===== src/rtl/assert_macros.svh =====
// Assertion macros shared by the framebuffer RTL
`ifndef ASSERT_MACROS_SVH
`define ASSERT_MACROS_SVH

`ifndef SYNTHESIS
`define TLFB_ASSERT_CLK(lbl, clk, rst_n, prop, msg) \
  lbl: assert property (@(posedge clk) disable iff (!rst_n) prop) else $error(msg);
`define TLFB_ASSERT(lbl, prop, msg) `TLFB_ASSERT_CLK(lbl, clk_i, rst_ni, prop, msg)
`else
`define TLFB_ASSERT_CLK(lbl, clk, rst_n, prop, msg)
`define TLFB_ASSERT(lbl, prop, msg)
`endif

`endif


===== src/rtl/tlfb_pkg.sv =====
// Types and constants of the two-layer framebuffer
`timescale 1ns / 1ps
package tlfb_pkg;

  localparam int unsigned WORD_W   = 32;
  localparam int unsigned COLOR_W  = 2;
  localparam int unsigned RGB_W    = 12;
  localparam int unsigned COORD_W  = 10;
  localparam int unsigned APB_AW   = 4;
  localparam int unsigned APB_DW   = 32;
  localparam int unsigned PAL_SIZE = 4;

  localparam logic [3:0] CMD_NIBBLE = 4'hF;
  localparam int unsigned CMD_LAYER_BIT = 22;
  localparam int unsigned CMD_TOP_BIT   = 21;
  localparam int unsigned CMD_LEFT_BIT  = 20;
  localparam int unsigned CMD_X_LSB     = 10;
  localparam int unsigned CMD_Y_LSB     = 0;

  typedef enum logic [1:0] {
    PAL_ZERO  = 2'd0,
    PAL_ONE   = 2'd1,
    PAL_TWO   = 2'd2,
    PAL_THREE = 2'd3
  } tlfb_reg_e;

  localparam logic [RGB_W-1:0] PAL_RESET_ZERO  = 12'hFFF;
  localparam logic [RGB_W-1:0] PAL_RESET_ONE   = 12'h000;
  localparam logic [RGB_W-1:0] PAL_RESET_TWO   = 12'h7DB;
  localparam logic [RGB_W-1:0] PAL_RESET_THREE = 12'hF62;

  typedef struct packed {
    logic bg;
    logic fg;
  } tlfb_we_t;

endpackage


===== src/rtl/tlfb_out_if.sv =====
// Result item channel of the framebuffer
`timescale 1ns / 1ps
interface tlfb_out_if;
  import tlfb_pkg::*;

  logic              valid;
  logic              ready;
  logic [RGB_W-1:0]  rgb_color;
  logic              fill_busy;

  modport source (
    output valid, rgb_color, fill_busy,
    input  ready
  );
  modport sink (
    input  valid, rgb_color, fill_busy,
    output ready
  );
endinterface


===== src/rtl/tlfb_out.sv =====
// Palette registers, compositing and result item register
`timescale 1ns / 1ps
`include "assert_macros.svh"
module tlfb_out (
  input  logic                          clk_i,
  input  logic                          rst_ni,
  input  logic                          acc_i,
  input  logic                          busy_i,
  input  logic [tlfb_pkg::COLOR_W-1:0]  bg_i,
  input  logic [tlfb_pkg::COLOR_W-1:0]  fg_i,
  output logic                          in_ready_o,
  input  logic                          psel,
  input  logic                          penable,
  input  logic                          pwrite,
  input  logic [tlfb_pkg::APB_AW-1:0]   paddr,
  input  logic [tlfb_pkg::APB_DW-1:0]   pwdata,
  output logic [tlfb_pkg::APB_DW-1:0]   prdata,
  output logic                          pready,
  tlfb_out_if.source                    out_o
);
  import tlfb_pkg::*;

  logic [RGB_W-1:0]   pal_q [PAL_SIZE];
  tlfb_reg_e          reg_idx;
  logic               s1_valid_q, s1_valid_d, s1_busy_q, s1_adv;
  logic               out_valid_q, out_valid_d, out_busy_q;
  logic [RGB_W-1:0]   out_rgb_q;
  logic [COLOR_W-1:0] color;

  assign reg_idx = tlfb_reg_e'(paddr[APB_AW-1:2]);
  assign pready  = 1'b1;
  assign prdata  = APB_DW'(pal_q[reg_idx]);

  always_ff @(posedge clk_i or negedge rst_ni) begin
    if (!rst_ni) begin
      pal_q[PAL_ZERO]  <= PAL_RESET_ZERO;
      pal_q[PAL_ONE]   <= PAL_RESET_ONE;
      pal_q[PAL_TWO]   <= PAL_RESET_TWO;
      pal_q[PAL_THREE] <= PAL_RESET_THREE;
    end else if (psel && penable && pwrite) begin
      pal_q[reg_idx] <= pwdata[RGB_W-1:0];
    end
  end

  always_comb begin
    s1_adv      = s1_valid_q && (!out_valid_q || out_o.ready);
    in_ready_o  = !s1_valid_q || s1_adv;
    s1_valid_d  = acc_i ? 1'b1 : (s1_adv ? 1'b0 : s1_valid_q);
    out_valid_d = s1_adv ? 1'b1 : (out_o.ready ? 1'b0 : out_valid_q);
    color       = (fg_i != '0) ? fg_i : bg_i;
  end

  always_ff @(posedge clk_i or negedge rst_ni) begin
    if (!rst_ni) begin
      s1_valid_q  <= 1'b0;
      s1_busy_q   <= 1'b0;
      out_valid_q <= 1'b0;
      out_busy_q  <= 1'b0;
      out_rgb_q   <= '0;
    end else begin
      s1_valid_q  <= s1_valid_d;
      out_valid_q <= out_valid_d;
      if (acc_i) begin
        s1_busy_q <= busy_i;
      end
      if (s1_adv) begin
        out_busy_q <= s1_busy_q;
        out_rgb_q  <= pal_q[color];
      end
    end
  end

  assign out_o.valid     = out_valid_q;
  assign out_o.rgb_color = out_rgb_q;
  assign out_o.fill_busy = out_busy_q;

  `TLFB_ASSERT(a_hold_read_data, s1_valid_q && !s1_adv |-> !acc_i, "item taken over stalled read data")
  `TLFB_ASSERT(a_out_loads, s1_adv |=> out_valid_q, "advanced item not presented")

endmodule


===== src/flat_wrapper.sv =====
// flat-port wrapper written by rule: the top's interface ports become plain ports
module tlfb_out_flat import tlfb_pkg::*;
  (clk_i, rst_ni, acc_i, busy_i, bg_i, fg_i, in_ready_o, psel, penable, pwrite, paddr, pwdata, prdata, pready, out_o_valid, out_o_rgb_color, out_o_fill_busy, out_o_ready);
  tlfb_out_if out_o_i ();
  input  logic clk_i;
  input  logic rst_ni;
  input  logic acc_i;
  input  logic busy_i;
  input  logic [tlfb_pkg::COLOR_W-1:0] bg_i;
  input  logic [tlfb_pkg::COLOR_W-1:0] fg_i;
  output logic in_ready_o;
  input  logic psel;
  input  logic penable;
  input  logic pwrite;
  input  logic [tlfb_pkg::APB_AW-1:0] paddr;
  input  logic [tlfb_pkg::APB_DW-1:0] pwdata;
  output logic [tlfb_pkg::APB_DW-1:0] prdata;
  output logic pready;
  output wire logic [$bits(out_o_i.valid)-1:0] out_o_valid;
  output wire logic [$bits(out_o_i.rgb_color)-1:0] out_o_rgb_color;
  output wire logic [$bits(out_o_i.fill_busy)-1:0] out_o_fill_busy;
  input wire logic [$bits(out_o_i.ready)-1:0] out_o_ready;
  assign out_o_valid = out_o_i.valid;
  assign out_o_rgb_color = out_o_i.rgb_color;
  assign out_o_fill_busy = out_o_i.fill_busy;
  assign out_o_i.ready = out_o_ready;
  tlfb_out u_core (.clk_i(clk_i), .rst_ni(rst_ni), .acc_i(acc_i), .busy_i(busy_i), .bg_i(bg_i), .fg_i(fg_i), .in_ready_o(in_ready_o), .psel(psel), .penable(penable), .pwrite(pwrite), .paddr(paddr), .pwdata(pwdata), .prdata(prdata), .pready(pready), .out_o(out_o_i));
endmodule

===== config.mk =====
export PLATFORM = sky130hd
export DESIGN_NAME = tlfb_out_flat
export DESIGN_NICKNAME = d
export VERILOG_FILES = /design/src/rtl/tlfb_pkg.sv /design/src/rtl/tlfb_out_if.sv /design/src/rtl/tlfb_out.sv /design/src/flat_wrapper.sv
export VERILOG_INCLUDE_DIRS = /design/src /design/src/rtl
export SDC_FILE = /design/constraint.sdc
export NUM_CORES = 1
export LEC_CHECK = 0
export ABC_AREA = 0
export BUFFER_PORTS_ARGS = -buffer_cell sky130_fd_sc_hd__buf_2
export CAP_MARGIN = 40
export CORE_ASPECT_RATIO = 0.5
export CORE_UTILIZATION = 53
export CTS_CLUSTER_SIZE = 28
export DETAILED_ROUTE_END_ITERATION = 12
export GPL_TIMING_DRIVEN = 1
export PLACE_DENSITY = 0.91
export SLEW_MARGIN = 20
export SYNTH_ARGS = -nofsm -noshare
export SYNTH_HDL_FRONTEND = slang
export SYNTH_SLANG_ARGS = --single-unit

===== constraint.sdc =====
create_clock -name clk_i -period 2 [get_ports clk_i]
set_input_delay 0.2 -clock clk_i [delete_from_list [all_inputs] [get_ports clk_i]]
set_output_delay 0.2 -clock clk_i [all_outputs]
set_load 0.01 [all_outputs]

==> qor.yml, run 1 <==
stdcell_count: 435
grt-busiest-layer: "met2"
period_share: 0.795
path_class: "reg -> out"
ys.flop_type: "dfrtp_1"
dp_hpwl_um: 5530
final_common_cell: "buf_2"
final-hold-violation-count: 0
cts_buffers: 9
finalPower_mw: 4.49
dp_cells: 418
vias: 2660
via_per_inst: 6.11
required_ns: 1.80
p_leak_nw: 1.78
hold_end: "u_core.s1_valid_q"
area_growth_pct: 17.0
clk_latency_ns: 0.33
dp_slack_ns: 0.425
r2r-end: "u_core.out_o.rgb_color[3]"
crit_fanout: 4
max_stage_delay_ns: 0.48
start_util: 0.561
globalRouteTotalUtil: 0.283
core_area_um2: 6180
ys_types: 34
synth.largest_area_cell: "dfrtp_1"
ys_seq_area_frac: 0.472
first_pass_iters: 4
fp-row-count: 20
fmax_mhz: 629
die-area_um2: 6890
drt-wirelength-per-cell_um: 20.3
ys.warnings.count: 0
whs_ns: 0.0936
nFillCells: 420
use_met1: 0.327
use_met3: 0.0890
ys_seq_elements: 64
grt_pass1_vias: 2770
seq_area_um2: 1640
holdPathStages: 2
grt_pass1_wl_um: 14100
root_buffer: "clkbuf_16"
worstSetupStartpointType: "register"
post_cts_resize_count: 0
arrival_ns: 1.39
grt.overflow.total: 0
irDropWorstVdd_v: 0.000433
drive_above_1_share: 0.484
cts_tree: "done"
ios: 96
drtIter0Drc: 178
detail-route-antenna-nets: 0
final-setup-viol-count: 0
synth_edf_count: 0
slew_viol_final: 0
die_w_um: 116
clk_pin_slew_worst_paths_ns: 0.05
synthTopCellsByArea: "dfrtp_1 26%, dfstp_2 21%, mux2_2 15%"
use_met2: 0.488
cap_violations: 0
tns_ns: 0
drt_wl_total_um: 8840
clock_path_buffers: 2
rsz0062_at_grt: "no"
r2r_start: "u_core.out_o.valid"
grt_max_degree: 50
synth_top_area_share: 0.260
antenna_found_initial: 0
diodes: 0
async_flop_share: 1.00
place.port_buffers: 52
htree_num_levels: 3
syn_inst: 289
place_congestion: 0.836
min_period_ns: 1.59
p_per_area_nw_per_um2: 1110
status: "complete, no violations"
ff2ff_path_depth: 4
crit_chain: "mux4_2 > buf_2"
dieHeight_um: 59.2
multi_input_area_um2: 1620
clock-skew-final_ns: 0.00514
postCtsSetupBuffers: 0
worstHoldStart: "acc_i"
worst_slack_ns: 0.410
slowest_stage: "mux4_2"
synthesis.area_um2: 3470
syn_area_per_cell_um2: 12.0
min_path_type: "in -> reg"
clock_sinks: 64
drc: 0
end_kind: "output port"
mostFrequentLayoutCells: "52 x buf_2, 47 x mux2_2, 36 x dfrtp_1, 28 x dfstp_2, 21 x conb_1"
final_nets: 390
rrSetupSlack_ns: 0.45
-- through the flow --
step	cell area, um^2	utilization
floorplan	3540	-
global placement	3750	0.606
detailed placement	3750	0.606
CTS	4060	0.656
global route	4060	0.656
finish	4060	0.656
-- state kept, by name, summed over array words and instances, names as in the netlist --
register,flops
u_core.pal_q,48
u_core.out_o.rgb_color,12
u_core.out_o.fill_busy,1
u_core.out_o.valid,1
u_core.s1_busy_q,1
u_core.s1_valid_q,1
-- synthesized netlist by cell type (all sizes together) (3+ instances only) --
| cell type | instances |
|---|---|
| o32a | 7 |
| nor3 | 6 |
| nor2b | 9 |
| a21oi | 20 |
| o21ai | 14 |
| nand2 | 15 |
| inv | 8 |
| dfstp | 28 |
| mux2i | 4 |
| nor2 | 10 |
| nand2b | 3 |
| dfrtp | 36 |
| a22oi | 4 |
| a221o | 12 |
| mux4 | 12 |
| mux2 | 48 |
| buf | 38 |
-- cell families (layout without fill, tap and decap cells) --
group	Yosys count	in the layout	share of synthesized area
flip-flops	64	64	0.472
AND/OR/NAND/NOR	51	51	0.0797
buffers and inverters	48	87	0.0812
other	2	21	0.00217
multiplexers	64	64	0.245
AO/OA/AOI/OAI	60	60	0.120
-- routing by layer --
metal  up-vias  wire length, um  share of wire
li1       1131                -              -
met4         0              229          0.026
met5         -                0              0
met3        31              885           0.10
met2       172             4540           0.51
met1      1326             3190           0.36
-- report_power, final --
group / switching, mW / internal, mW / total, mW
Sequential: 0.262 / 1.69 / 1.95
Clock: 0.537 / 1.03 / 1.57
Combinational: 0.457 / 0.516 / 0.972
Total: 1.26 / 3.23 / 4.49
-- worst max-delay path by stage --
stage | cells after the start | endpoint | slack (ns) | start
2_1_floorplan | 5 | u_core.out_o.rgb_color[10] | 0.48 | u_core.out_o.valid
3_3_place_gp | 3 | prdata[5] | 0.46 | paddr[2]
3_5_place_dp | 4 | u_core.pal_q[17] | 0.42 | paddr[3]
4_1_cts | 2 | prdata[9] | 0.41 | u_core.pal_q[33]
5_1_grt | 2 | prdata[9] | 0.38 | u_core.pal_q[33]
6_report | 2 | prdata[9] | 0.41 | u_core.pal_q[33]
-- worst max-delay path, delay by kind of cell (launching register included) --
kind / cells / cell delay, ns
DFF: 1 / 0.42
muxes: 1 / 0.48
buffers and inverters: 1 / 0.16
-- final cells by class --
class	instances	share of cell area
Clock buffer	13	0.0642
Sequential cell	64	0.403
Tap cell	88	0.0271
Inverter	8	0.00740
Clock inverter	3	0.00987
Timing Repair Buffer	63	0.0882
Multi-Input combinational cell	196	0.400
-- what timing repair did --
| action | 4_1_cts | 5_1_grt |
|---|---|---|
| hold buffers | 1 | 0 |
| endpoints found under the setup margin | 0 | 0 |
| hold endpoints to repair | 9 | 0 |
No activity file was read; power rests on OpenSTA's default activity.
==> inputs of run 2 (changes only) <==
Settings changed: CORE_UTILIZATION 53 to 47, PLACE_DENSITY 0.91 to 0.86.
Clock period 2 ns to 1.4 ns, I/O delays scaled along.
==> run 2 against run 1 <==
The flow now finishes with violations (setup timing). Utilization grew 0.59 points. Sequential power grew 40%. Final area grew 13%. Die area grew 12%. Largest power group unchanged. Critical path type unchanged. Flip-flop and latch count is the same. Critical path depth is the same. Worst hold slack lost 0.063 ns. Global-route usage shrank 1.2 points. Setup slack lost 0.52 ns. Clock skew grew 0.0031 ns.
==> qor.yml, run 2 (synthesized netlist as in run 1, its figures left out) <==
die_w_um: 123  # was 116 um
place.port_buffers: 52  # unchanged
dp_hpwl_um: 5520  # was 5530 um
worst_slack_ns: -0.113  # was 0.410 ns
p_leak_nw: 2.07  # was 1.78 nW
period_share: 1.08
violations: "setup timing"
grt_pass1_vias: 2995  # was 2,770
p_per_area_nw_per_um2: 1590  # was 1110 nW/um^2
first_pass_iters: 5  # was 4
fmax_mhz: 661
rsz0062_at_grt: "yes"  # was no
vias: 3066  # was 2,660
cts_tree: "done"  # unchanged
crit_fanout: 2  # was 4
detail-route-antenna-nets: 0  # unchanged
required_ns: 1.26  # was 1.80 ns
start_util: 0.502  # was 0.561
grt_max_degree: 65  # was 50
die-area_um2: 7750  # was 6890 um^2
drive_above_1_share: 0.561  # was 0.484
diodes: 0  # unchanged
nFillCells: 432  # was 420
drt_wl_total_um: 10900  # was 8840 um
arrival_ns: 1.37  # was 1.39 ns
area_growth_pct: 31.9  # was 17.0%
htree_num_levels: 3  # unchanged
min_period_ns: 1.51
fin_util: 0.662  # was 0.656
via_per_inst: 6.28  # was 6.11
final_common_cell: "buf_4"  # was buf_2
met2WireLength_um: 5170  # was 4540 um
drc: 0  # unchanged
grt.overflow.total: 0  # unchanged
min_path_type: "in -> reg"  # unchanged
clock_path_buffers: 2  # unchanged
drtIter0Drc: 448  # was 178
clock_sinks: 64  # unchanged
final-setup-viol-count: 15  # was 0
met1_length_um: 3860  # was 3190 um
clk_pin_slew_worst_paths_ns: 0.06  # was 0.05 ns
worst_slew_pin_slew_ns: 0.951
path_class: "reg -> out"  # unchanged
status: "complete, but fails checks"  # was complete, no violations
final_nets: 439  # was 390
cts_buffers: 9  # unchanged
cap_violations: 0  # unchanged
dieHeight_um: 62.7  # was 59.2 um
mostFrequentLayoutCells: "55 x buf_4, 47 x mux2_2, 41 x buf_2, 36 x dfrtp_1, 28 x dfstp_2"  # was 52 x buf_2, 47 x mux2_2, 36 x dfrtp_1, 28 x dfstp_2, 21 x conb_1
clk_latency_ns: 0.34  # was 0.33 ns
worstSetupStartpointType: "register"  # unchanged
final-hold-violation-count: 0  # unchanged
top_layer_used: "met4"  # unchanged
end_kind: "output port"  # unchanged
core_area_um2: 6910  # was 6180 um^2
grt_pass1_wl_um: 15500  # was 14,100 um
drt-wirelength-per-cell_um: 22.4  # was 20.3 um
fp-row-count: 21  # was 20
root_buffer: "clkbuf_16"  # unchanged
largest_register_ffs: 48  # unchanged
globalRouteTotalUtil: 0.272  # was 0.283
largest_register: "u_core.pal_q"  # unchanged
antenna_found_initial: 0  # unchanged
place_congestion: 0.840  # was 0.836
dr_wl_met3_um: 1220  # was 885 um
slew_viol_final: 0  # unchanged
clock-skew-final_ns: 0.00828  # was 0.00514 ns
slew_headroom: 0.361
ios: 96  # unchanged
irDropWorstVdd_v: 0.000971  # was 0.000433 V
finalPower_mw: 7.27  # was 4.49 mW
==> run 2: cell types whose count changed in the layout (fill, tap and decap cells not counted), moves of 2 or more <==
| cell | previous run | this run |
|---|---|---|
| buf_6 | 0 | 11 |
| buf_4 | 9 | 55 |
| buf_2 | 52 | 41 |
| clkbuf_1 | 2 | 0 |
| clkinv_4 | 0 | 2 |
==> run 2: final timing paths <==
path | from | endpoint | slack (ns) | depth (start not counted)
max | u_core.pal_q[7] | prdata[7] | -0.11 | 2
min reg2reg | u_core.out_o.rgb_color[7] | u_core.out_o.rgb_color[7] | 0.50 | 1
max reg2reg | u_core.out_o.valid | u_core.out_o.rgb_color[6] | -0.03 | 4
max in group asynchronous | rst_ni | u_core.pal_q[16] | 0.72 | 3
min in group asynchronous | rst_ni | u_core.pal_q[23] | 0.36 | 3
min | acc_i | u_core.s1_valid_q | 0.03 | 2
==> run 2: cell type report <==
cell class | instances | area [um^2] | share of cell area
clock buffer | 10 | 239 | 0.0522
clock inverter | 6 | 91.3 | 0.0200
inverter | 8 | 30.0 | 0.00656
multi-input combinational | 197 | 1650 | 0.360
sequential | 64 | 1640 | 0.358
tap | 92 | 115 | 0.0252
timing repair buffer | 111 | 817 | 0.179
==> run 2: through the flow <==
stage / area [um^2] / setup TNS (ns) / setup slack (ns) / hold WS [ns] / instances
3_3_place_gp: 3870 / -0.478 / -0.0752 / 0.175 / 437
2_1_floorplan: 3550 / -0.275 / -0.0469 / -0.156 / 308
6_report: 4580 / -1.11 / -0.113 / 0.0303 / 488
3_5_place_dp: 3870 / -0.689 / -0.117 / 0.188 / 437
5_1_grt: 4580 / -1.68 / -0.133 / 0.0368 / 488
4_1_cts: 4460 / -0.897 / -0.103 / 0.0371 / 478
==> run 2: what timing repair did <==
item | 4_1_cts | 5_1_grt
endpoints found under the setup margin | 21 | 24
pin swaps | 3 | 4
gates cloned | 0 | 2
gates resized for setup | 12 | 5
buffers inserted | 24 | 8
hold endpoints to repair | 36 | 0
hold buffers | 1 | 0
==> run 2: where the power goes <==
group | total (mW) | internal, mW | switching [mW]
Sequential | 2.73 | 2.41 | 0.319
Clock | 2.51 | 1.62 | 0.893
Combinational | 2.04 | 1.14 | 0.895
Total | 7.27 | 5.16 | 2.11
==> run 2: metal layers <==
layer / vias to the layer above / track usage
met2: 272 / 0.443
met4: 0 / 0.131
met5: - / 0
li1: 1227 / -
met3: 87 / 0.0967
met1: 1480 / 0.319
==> run 2: worst max-delay path, cell delays in order (launching register included) <==
cell,delay [ns]
dfrtp_1,0.40
mux4_2,0.50
buf_6,0.14
