$ cat src/rtl/assert_macros.svh
// Assertion macros shared by the framebuffer RTL
`ifndef ASSERT_MACROS_SVH
`define ASSERT_MACROS_SVH

`ifndef SYNTHESIS
`define TLFB_ASSERT_CLK(lbl, clk, rst_n, prop, msg) \
  lbl: assert property (@(posedge clk) disable iff (!rst_n) prop) else $error(msg);
`define TLFB_ASSERT(lbl, prop, msg) `TLFB_ASSERT_CLK(lbl, clk_i, rst_ni, prop, msg)
`else
`define TLFB_ASSERT_CLK(lbl, clk, rst_n, prop, msg)
`define TLFB_ASSERT(lbl, prop, msg)
`endif

`endif

$ cat src/rtl/tlfb_pkg.sv
// Types and constants of the two-layer framebuffer
`timescale 1ns / 1ps
package tlfb_pkg;

  localparam int unsigned WORD_W   = 32;
  localparam int unsigned COLOR_W  = 2;
  localparam int unsigned RGB_W    = 12;
  localparam int unsigned COORD_W  = 10;
  localparam int unsigned APB_AW   = 4;
  localparam int unsigned APB_DW   = 32;
  localparam int unsigned PAL_SIZE = 4;

  localparam logic [3:0] CMD_NIBBLE = 4'hF;
  localparam int unsigned CMD_LAYER_BIT = 22;
  localparam int unsigned CMD_TOP_BIT   = 21;
  localparam int unsigned CMD_LEFT_BIT  = 20;
  localparam int unsigned CMD_X_LSB     = 10;
  localparam int unsigned CMD_Y_LSB     = 0;

  typedef enum logic [1:0] {
    PAL_ZERO  = 2'd0,
    PAL_ONE   = 2'd1,
    PAL_TWO   = 2'd2,
    PAL_THREE = 2'd3
  } tlfb_reg_e;

  localparam logic [RGB_W-1:0] PAL_RESET_ZERO  = 12'hFFF;
  localparam logic [RGB_W-1:0] PAL_RESET_ONE   = 12'h000;
  localparam logic [RGB_W-1:0] PAL_RESET_TWO   = 12'h7DB;
  localparam logic [RGB_W-1:0] PAL_RESET_THREE = 12'hF62;

  typedef struct packed {
    logic bg;
    logic fg;
  } tlfb_we_t;

endpackage

$ cat src/rtl/tlfb_ctrl.sv
// Scan position, fill state and layer write control
`timescale 1ns / 1ps
`include "assert_macros.svh"
module tlfb_ctrl #(
  parameter int unsigned SCREEN_WIDTH  = 400,
  parameter int unsigned SCREEN_HEIGHT = 360,
  parameter int unsigned FILL_CYCLES   = 14400,
  localparam int unsigned PIX = SCREEN_WIDTH * SCREEN_HEIGHT,
  localparam int unsigned AW  = $clog2(PIX)
) (
  input  logic                          clk_i,
  input  logic                          rst_ni,
  input  logic                          accept_i,
  input  logic                          drawing_active_i,
  input  logic                          write_enable_i,
  input  logic                          write_layer_i,
  input  logic [tlfb_pkg::WORD_W-1:0]   write_word_i,
  input  logic [tlfb_pkg::COLOR_W-1:0]  pixel_value_i,
  output logic [AW-1:0]                 rd_addr_o,
  output tlfb_pkg::tlfb_we_t            we_o,
  output logic [AW-1:0]                 bg_waddr_o,
  output logic [AW-1:0]                 fg_waddr_o,
  output logic [tlfb_pkg::COLOR_W-1:0]  wdata_o,
  output logic                          busy_o
);
  import tlfb_pkg::*;

  localparam int unsigned CW = $clog2(FILL_CYCLES + 1);
  localparam logic [COORD_W-1:0] RIGHT_MAX  = COORD_W'(SCREEN_WIDTH - 1);
  localparam logic [COORD_W-1:0] BOTTOM_MAX = COORD_W'(SCREEN_HEIGHT - 1);
  localparam logic [AW-1:0]      LAST_PIX   = AW'(PIX - 1);

  logic [AW-1:0]      scan_q, scan_d;
  logic [COORD_W-1:0] col_q, col_d, row_q, row_d;
  logic [COORD_W-1:0] lft_q, lft_d, rgt_q, rgt_d, top_q, top_d, bot_q, bot_d;
  logic               layer_q, layer_d;
  logic [CW-1:0]      cnt_q, cnt_d;

  logic               is_cmd, active, fill_px, fill_bg, fill_fg, in_range;
  logic [COORD_W-1:0] fx, fy;
  logic [CW-1:0]      cnt_dec;

  always_comb begin
    is_cmd  = write_word_i[WORD_W-1 -: 4] == CMD_NIBBLE;
    fx      = write_word_i[CMD_X_LSB +: COORD_W];
    fy      = write_word_i[CMD_Y_LSB +: COORD_W];
    cnt_dec = (cnt_q != '0) ? cnt_q - CW'(1) : '0;

    lft_d   = lft_q;
    rgt_d   = rgt_q;
    top_d   = top_q;
    bot_d   = bot_q;
    layer_d = layer_q;
    cnt_d   = cnt_dec;
    if (is_cmd) begin
      lft_d   = write_word_i[CMD_LEFT_BIT] ? '0 : fx;
      rgt_d   = write_word_i[CMD_LEFT_BIT] ? fx : RIGHT_MAX;
      top_d   = write_word_i[CMD_TOP_BIT] ? '0 : fy;
      bot_d   = write_word_i[CMD_TOP_BIT] ? fy : BOTTOM_MAX;
      layer_d = write_word_i[CMD_LAYER_BIT];
      cnt_d   = CW'(FILL_CYCLES);
    end
    active  = cnt_d != '0;

    fill_px = active && (col_q > lft_d) && (col_q < rgt_d) &&
              (row_q > top_d) && (row_q < bot_d);
    fill_bg = fill_px && !layer_d;
    fill_fg = fill_px && layer_d;

    in_range = write_word_i < WORD_W'(PIX);
    we_o.bg  = fill_bg || (write_enable_i && !write_layer_i && in_range);
    we_o.fg  = fill_fg || (write_enable_i && write_layer_i && in_range);
    bg_waddr_o = fill_bg ? scan_q : write_word_i[AW-1:0];
    fg_waddr_o = fill_fg ? scan_q : write_word_i[AW-1:0];

    scan_d = scan_q;
    col_d  = col_q;
    row_d  = row_q;
    if (scan_q == LAST_PIX) begin
      scan_d = '0;
      col_d  = '0;
      row_d  = '0;
    end else if (drawing_active_i) begin
      scan_d = scan_q + AW'(1);
      if (col_q == RIGHT_MAX) begin
        col_d = '0;
        row_d = row_q + COORD_W'(1);
      end else begin
        col_d = col_q + COORD_W'(1);
      end
    end
  end

  assign rd_addr_o = scan_q;
  assign wdata_o   = pixel_value_i;
  assign busy_o    = active;

  always_ff @(posedge clk_i or negedge rst_ni) begin
    if (!rst_ni) begin
      scan_q  <= '0;
      col_q   <= '0;
      row_q   <= '0;
      lft_q   <= '0;
      rgt_q   <= '0;
      top_q   <= '0;
      bot_q   <= '0;
      layer_q <= 1'b0;
      cnt_q   <= '0;
    end else if (accept_i) begin
      scan_q  <= scan_d;
      col_q   <= col_d;
      row_q   <= row_d;
      lft_q   <= lft_d;
      rgt_q   <= rgt_d;
      top_q   <= top_d;
      bot_q   <= bot_d;
      layer_q <= layer_d;
      cnt_q   <= cnt_d;
    end
  end

  `TLFB_ASSERT(a_cmd_arms_fill, accept_i && is_cmd |=> cnt_q != '0, "fill command did not arm")
  `TLFB_ASSERT(a_scan_coords, int'(scan_q) == int'(row_q) * SCREEN_WIDTH + int'(col_q), "scan coordinates out of step")

endmodule

$ cat config.mk
export PLATFORM = sky130hd
export DESIGN_NAME = tlfb_ctrl
export DESIGN_NICKNAME = d
export VERILOG_FILES = /design/src/rtl/tlfb_pkg.sv /design/src/rtl/tlfb_ctrl.sv
export VERILOG_INCLUDE_DIRS = /design/src /design/src/rtl
export SDC_FILE = /design/constraint.sdc
export NUM_CORES = 1
export LEC_CHECK = 0
export ABC_CLOCK_PERIOD_IN_PS = 7650
export BUFFER_PORTS_ARGS = -buffer_cell sky130_fd_sc_hd__buf_4
export CELL_PAD_IN_SITES_DETAIL_PLACEMENT = 2
export CELL_PAD_IN_SITES_GLOBAL_PLACEMENT = 2
export CORE_MARGIN = 2
export CORE_UTILIZATION = 38
export DETAILED_ROUTE_END_ITERATION = 16
export HOLD_SLACK_MARGIN = 0.1
export PLACE_DENSITY_LB_ADDON = 0.3
export REMOVE_ABC_BUFFERS = 1
export SETUP_SLACK_MARGIN = 0.4
export SYNTH_ARGS = -nofsm -noshare
export SYNTH_HDL_FRONTEND = slang
export SYNTH_SLANG_ARGS = --single-unit
$ cat constraint.sdc
create_clock -name clk_i -period 7.65 [get_ports clk_i]
set_clock_uncertainty 0.15 [all_clocks]
set_input_delay 1.1475 -clock clk_i [delete_from_list [all_inputs] [get_ports clk_i]]
set_output_delay 1.1475 -clock clk_i [all_outputs]
set_load 0.005 [all_outputs]
==> metrics.md, run 1 <==
| Metric | Value |
|---|---|
| CP peak stage delay | 530 ps |
| Post-route clock period utilization | 82.6% |
| Worst hold margin | 337 ps |
| # DRC | 0 |
| DRT Wirelength | 22600 um |
| Hold Fails Final Rpt | 0 |
| Initial antenna violation count | 0 |
| Gr usage total | 26.8% |
| Top Ports | 99 |
| Worst r2r src | rd_addr_o[7] |
| Root Driver | clkbuf_16 |
| Final setup fails | 0 |
| Clock tree buffer depth | 2 |
| Clk pwr share | 26.8% |
| Worst setup path startpoint | write_word_i[31] |
| Yosys Warn Count | 0 |
| Mapped Cells | 688 |
| Max-Cap Viols | 0 |
| Total number of vias | 5756 |
| Static leakage | 3.41 nW |
| Sw Pwr | 0.000575 W |
| Power consumption | 0.00160 W |
| Finished Layout Cells | 984 |
| RSZ-0062 raised after global routing | false |
| CP most frequent cell | buf_4 |
| Switch share | 35.9% |
| Crit-path cells | buf_4, nand4_1, buf_4, buf_4, a21oi_1, a21oi_1, ha_1, a21oi_1, nor2b_1, o21ai_0, a31oi_1, nor4b_2, nand4_4, mux2_4, buf_4 |
| Largest area contributor in the netlist | dfrtp_1 |
| DRT iter0 DRCs | 276 |
| Post-CTS Hold Buffers | 0 |
| Status | finished clean |
| Clk sinks | 93 |
| Row cnt | 46 |
| Hold path depth | 2 |
| Vias per std cell | 5.85 |
| Die footprint | 17500 um^2 |
| Initial core utilization | 39.1% |
| Worst setup EP type | primary output |
| Die H | 132 um |
| Core area | 15900 um^2 |
| CTS resizes | 0 |
| PwrDens | 217 nW/um^2 |
| Synth async-reset ratio | 100% |
| Fraction of layout instances using a drive strength above 1 | 21.6% |
| Die Width | 132 um |
| Tmin final | 6320 ps |
| Gr ovfl total | 0 |
| Area growth from synthesis to layout | 17.9% |
| Setup bufs post-CTS | 0 |
| Worst Tran Pin Value | 1210 ps |
| WP data arrival | 5020 ps |
| Crit path launch type | input pin |
| Hold Path End | bot_q[2] |
| CTS tree | yes |
| Internal power | 0.00102 W |
| IO Port Bufs | 94 |
| GP Congestion | 0.841 |
| WL/cell | 23.0 um |
| RR Endpoint | row_q[8] |
| Filler cells | 1763 |
| Number of synthesized register bits | 93 |
| Synth top area share | 37.3% |
| Syn Std Cell Area | 6240 um^2 |
| Worst-Skew Late Latency | 350 ps |
| Critical path class | input pin to primary output |
| Worst path slowest cell | nor4b_2 |
| Final ANT Viol Nets | 0 |
| First-pass iteration count of the detailed router | 4 |
| First-pass GRT wire length | 37000 um |
| Worst IR Drop VDD | 0.107 mV |
| Unique masters post-synth | 56 |
| WP data required | 6350 ps |
| Worst Min Path Start | bot_q[2] |
| Clk slew on worst S/H paths | 60 ps |
| H-tree depth | 3 |
| Final Max Tran Viols | 0 |
| Comb pwr share | 28.8% |
| Placed cells | 970 |
| Sequential fraction of the synthesis area | 37.3% |
| Sequential share of power | 44.4% |
| R2R cell count | 7 |
| Top FF cell, synth | dfrtp_1 |
| Sum Neg Setup Slack | 0 ps |
| EDFF count, synth | 0 |
| FF-to-FF setup slack | 4280 ps |
| Crit-path max FO | 43 |
| Fmax | 158 MHz |
| Worst slew margin | 19.5% |
| Largest cells by area after synthesis | dfrtp_1, ha_1, a21oi_1, mux2_4, mux2_2 |
| Number of global-route vias before repair | 6625 |
| Largest net degree at the start of global routing | 77 |
| Mean area per synthesized cell | 9.07 um^2 |
| Nets | 847 |
| Hpwl dp | 16600 um |
| Worst hold path type | register to register |
| Antenna cell count | 0 |
| TritonCTS Buffers | 9 |
==> cell type report <==
type | count | area, um^2 | share of cell area [%]
Clock buffer | 12 | 256 | 3.49
Inverter | 23 | 86.3 | 1.17
Sequential cell | 93 | 2330 | 31.6
Tap cell | 216 | 270 | 3.67
Clock inverter | 2 | 10.0 | 0.136
Multi-Input combinational cell | 538 | 3660 | 49.7
Timing Repair Buffer | 100 | 751 | 10.2
==> stage by stage <==
step                utilization [%]  setup slack (ps)  cell area [um^2]
floorplan                         -               818              6070
global placement               44.5              1470              7090
detailed placement             44.5              1260              7090
CTS                            46.2              1270              7360
global route                   46.2               893              7360
finish                         46.2              1330              7360
==> state kept, by name (all words and copies together), names as in the netlist <==
register	count
col_q	10
cnt_q	14
rgt_q	10
lft_q	10
layer_q	1
bot_q	10
row_q	10
top_q	10
rd_addr_o	18
==> worst max-delay path by stage <==
stage	end
after global routing	fg_waddr_o[9]
after global placement	bg_waddr_o[9]
after CTS	fg_waddr_o[9]
after floorplan	bg_waddr_o[10]
after detailed placement	fg_waddr_o[9]
final	bg_waddr_o[13]
==> cell families after synthesis <==
logic type / count (synthesis) / share of synthesized area [%]
compound gates: 161 / 14.8
xor+xnor: 29 / 4.07
fa+ha+maj: 42 / 8.42
buf+inv: 57 / 4.19
flops: 93 / 37.3
mux: 45 / 9.20
simple gates: 261 / 22.0
==> synthesized netlist by cell type (2+ instances only) <==
cell type,count
dfrtp_1,93
a21oi_1,82
nor2_1,66
nand2_1,55
ha_1,42
o21ai_0,39
clkbuf_1,28
inv_1,23
mux2_2,23
nand3_1,22
nor3_1,21
and3_1,19
mux2_4,19
nand4_1,19
xor2_1,15
xnor2_1,14
nor3b_1,10
nor4_1,10
a211oi_1,6
o31ai_1,6
or3_1,6
a22o_1,4
and2_1,4
nand2b_1,4
nor2b_1,4
o41ai_1,4
a31oi_1,3
and4_1,3
mux2i_1,3
nor4b_1,3
o21ai_1,3
or2_2,3
a21o_1,2
buf_12,2
buf_4,2
nand3b_1,2
nand4_4,2
o2111ai_1,2
o22ai_1,2
or4_4,2
==> power groups by stage <==
| stage | Combinational (W) | Clock [W] | Sequential [W] |
|---|---|---|---|
| after floorplan | 0.000280 | 0 | 0.000675 |
| after global placement | 0.000417 | 0 | 0.000702 |
| after detailed placement | 0.000456 | 0 | 0.000716 |
| after CTS | 0.000465 | 0.000437 | 0.000709 |
| after global routing | 0.000518 | 0.000458 | 0.000729 |
| final | 0.000461 | 0.000428 | 0.000710 |
==> cells in the final DEF, fill, tap and decap left out, types with 3 or more instances in the layout <==
cell / Yosys / final
xor2_1: 15 / 15
and4_1: 3 / 3
buf_4: 2 / 100
nor2b_1: 4 / 4
o31ai_1: 6 / 6
a211oi_1: 6 / 5
and2_1: 4 / 4
mux2_2: 23 / 23
o21ai_1: 3 / 3
nor3b_1: 10 / 10
nand3_1: 22 / 22
nand4_1: 19 / 19
nor3_1: 21 / 21
nor4_1: 10 / 10
xnor2_1: 14 / 14
nor4b_1: 3 / 3
nand2_1: 55 / 55
o41ai_1: 4 / 4
nand2b_1: 4 / 4
dfrtp_1: 93 / 93
mux2i_1: 3 / 3
clkbuf_16: 0 / 9
o21ai_0: 39 / 39
ha_1: 42 / 42
a22o_1: 4 / 4
mux2_4: 19 / 19
and3_1: 19 / 19
or3_1: 6 / 6
a31oi_1: 3 / 3
or2_2: 3 / 3
a21oi_1: 82 / 82
inv_1: 23 / 23
nor2_1: 66 / 66
==> worst max-delay path, delay by kind of cell <==
| kind | cells | cell delay, ps |
|---|---|---|
| simple gates | 4 | 1200 |
| mux | 1 | 460 |
| fa+ha+maj | 1 | 280 |
| buf+inv | 4 | 1050 |
| compound gates | 5 | 840 |
==> layer usage <==
layer,share of wire [%],global-route usage [%],up-vias
li1,-,-,2654
met1,44,33.9,2979
met2,51,47.7,96
met3,2.6,3.54,27
met4,1.9,8.03,0
met5,0,0,-
Note: power is estimated with default switching activity, not from simulation.
==> inputs of run 2 (changes only) <==
- ABC_CLOCK_PERIOD_IN_PS: 7650 -> 6000
- CORE_UTILIZATION: 38 -> 35
- clock period: 7.65 -> 6 ns (I/O delays scaled with it)
==> metrics.md, run 2 (synthesis gave the netlist of run 1 again) <==
| Metric | Value |
|---|---|
| Status | finished clean |
| Final ANT Viol Nets | 0 |
| Initial core utilization | 36.0% |
| Worst path slowest cell | and4_1 |
| TritonCTS Buffers | 9 |
| Fmax | 186 MHz |
| GP Congestion | 0.810 |
| Die H | 138 um |
| Core Util, Final | 43.2% |
| First-pass iteration count of the detailed router | 4 |
| Die Width | 138 um |
| Die footprint | 18900 um^2 |
| Core area | 17400 um^2 |
| Vias per std cell | 5.80 |
| Commonest non-fill, non-tap cell in the layout | buf_4 |
| Delay-heaviest family, CP | simple AND/OR/NAND/NOR gates |
| Worst-Skew Late Latency | 360 ps |
| CTS resizes | 0 |
| WP data arrival | 4320 ps |
| Post-route clock period utilization | 89.5% |
| CP peak stage delay | 550 ps |
| WL/cell | 23.5 um |
| Filler cells | 1925 |
| Post-DP Area | 7120 um^2 |
| Final setup fails | 0 |
| PwrDens | 292 nW/um^2 |
| Worst IR Drop VDD | 0.149 mV |
| Antenna cell count | 0 |
| Static leakage | 3.48 nW |
| Worst Tran Pin Value | 1230 ps |
| Total number of vias | 5794 |
| Max-Cap Viols | 0 |
| Gr ovfl total | 0 |
| Clk sinks | 93 |
| DRT iter0 DRCs | 254 |
| Gr usage total | 25.9% |
| Number of global-route vias before repair | 6319 |
| Post-CTS Hold Buffers | 0 |
| Final worst slack | 631 ps |
| Clock tree buffer depth | 2 |
| Tmin final | 5370 ps |
| Crit-path max FO | 13 |
| H-tree depth | 3 |
| Worst hold margin | 342 ps |
| Post-route cell area | 7510 um^2 |
| RSZ-0062 raised after global routing | false |
| Nets | 851 |
| Row cnt | 48 |
| Worst setup EP type | primary output |
| Area growth from synthesis to layout | 20.3% |
| Crit path launch type | input pin |
| Worst slew margin | 18.0% |
| Max FFs per register | 18 |
| Crit-path cells | buf_4, and4_1, and3_1, a21oi_1, ha_1, a21oi_1, nor2b_1, o21ai_0, o311ai_0, nor4b_2, buf_4, nand4_4, buf_4, mux2_4, buf_4 |
| Root Driver | clkbuf_16 |
| Critical path class | input pin to primary output |
| Hold Fails Final Rpt | 0 |
| Initial antenna violation count | 0 |
| Top Ports | 99 |
| CTS tree | yes |
| Worst hold path type | register to register |
| Clk slew on worst S/H paths | 70 ps |
| WP data required | 4950 ps |
| Setup WS pre-CTS | 290 ps |
| DRT Wirelength | 23500 um |
| Largest net degree at the start of global routing | 73 |
| Most frequent cells in the layout | buf_4, dfrtp_1, a21oi_1 |
| IO Port Bufs | 94 |
| Fraction of layout instances using a drive strength above 1 | 22.4% |
| # DRC | 0 |
| CP most frequent cell | buf_4 |
| First-pass GRT wire length | 37000 um |
| WP buf/inv | 4 |
| Hpwl dp | 16900 um |
| Final Max Tran Viols | 0 |
[run 2: cell count changes in the layout (fill, tap and decap cells not counted), sizes merged]
cell / before / now
buf: 100 / 104
inv: 23 / 24
bufinv: 0 / 3
clkbuf: 12 / 10
[run 2: worst min-delay path, delay by kind of cell (launching register included)]
kind	cells	cell delay (ps)
flip-flops	1	340
AO/OA/AOI/OAI	1	60
AND/OR/NAND/NOR	1	50
[run 2: worst paths after layout]
| path | start | endpoint | slack (ps) | cells past startpoint |
|---|---|---|---|---|
| max | write_word_i[31] | fg_waddr_o[8] | 630 | 15 |
| min reg2reg | bot_q[6] | bot_q[6] | 340 | 2 |
| min in group asynchronous | rst_ni | cnt_q[4] | 420 | 1 |
| min | bot_q[6] | bot_q[6] | 340 | 2 |
| max in group asynchronous | rst_ni | col_q[2] | 4140 | 2 |
| max reg2reg | rd_addr_o[7] | row_q[6] | 2540 | 7 |
[run 2: report_power, final]
group / internal (W) / switching, W / total, W
Sequential: 0.000746 / 0.000162 / 0.000908
Combinational: 0.000260 / 0.000331 / 0.000591
Clock: 0.000419 / 0.000271 / 0.000690
[run 2: area by class of cell]
type | instances | area [um^2] | share of cell area [%]
multi-input combinational | 538 | 3660 | 48.7
clock inverter | 6 | 109 | 1.45
tap | 225 | 282 | 3.75
timing repair buffer | 104 | 806 | 10.7
sequential | 93 | 2330 | 31.0
clock buffer | 10 | 239 | 3.18
inverter | 23 | 86.3 | 1.15
[run 2: stage by stage]
stage	instances	setup TNS, ps	power, W
floorplan	654	-12170	0.00122
global placement	979	0	0.00143
detailed placement	979	0	0.00149
CTS	998	0	0.00220
global route	999	0	0.00232
finish	999	0	0.00219
[run 2: metal layers]
metal	up-vias	track usage [%]	wire length, um	share of wire (%)
met5	-	0	0	0
met2	108	45.9	12100	52
met4	0	8.25	512	2.2
li1	2661	-	-	-
met1	2995	32.7	9920	42
met3	30	3.24	893	3.8
[run 2: repair_timing]
action / 4_1_cts / 5_1_grt
pin swaps: 2 / 1
setup buffers: 3 / 1
setup endpoints to repair: 38 / 38
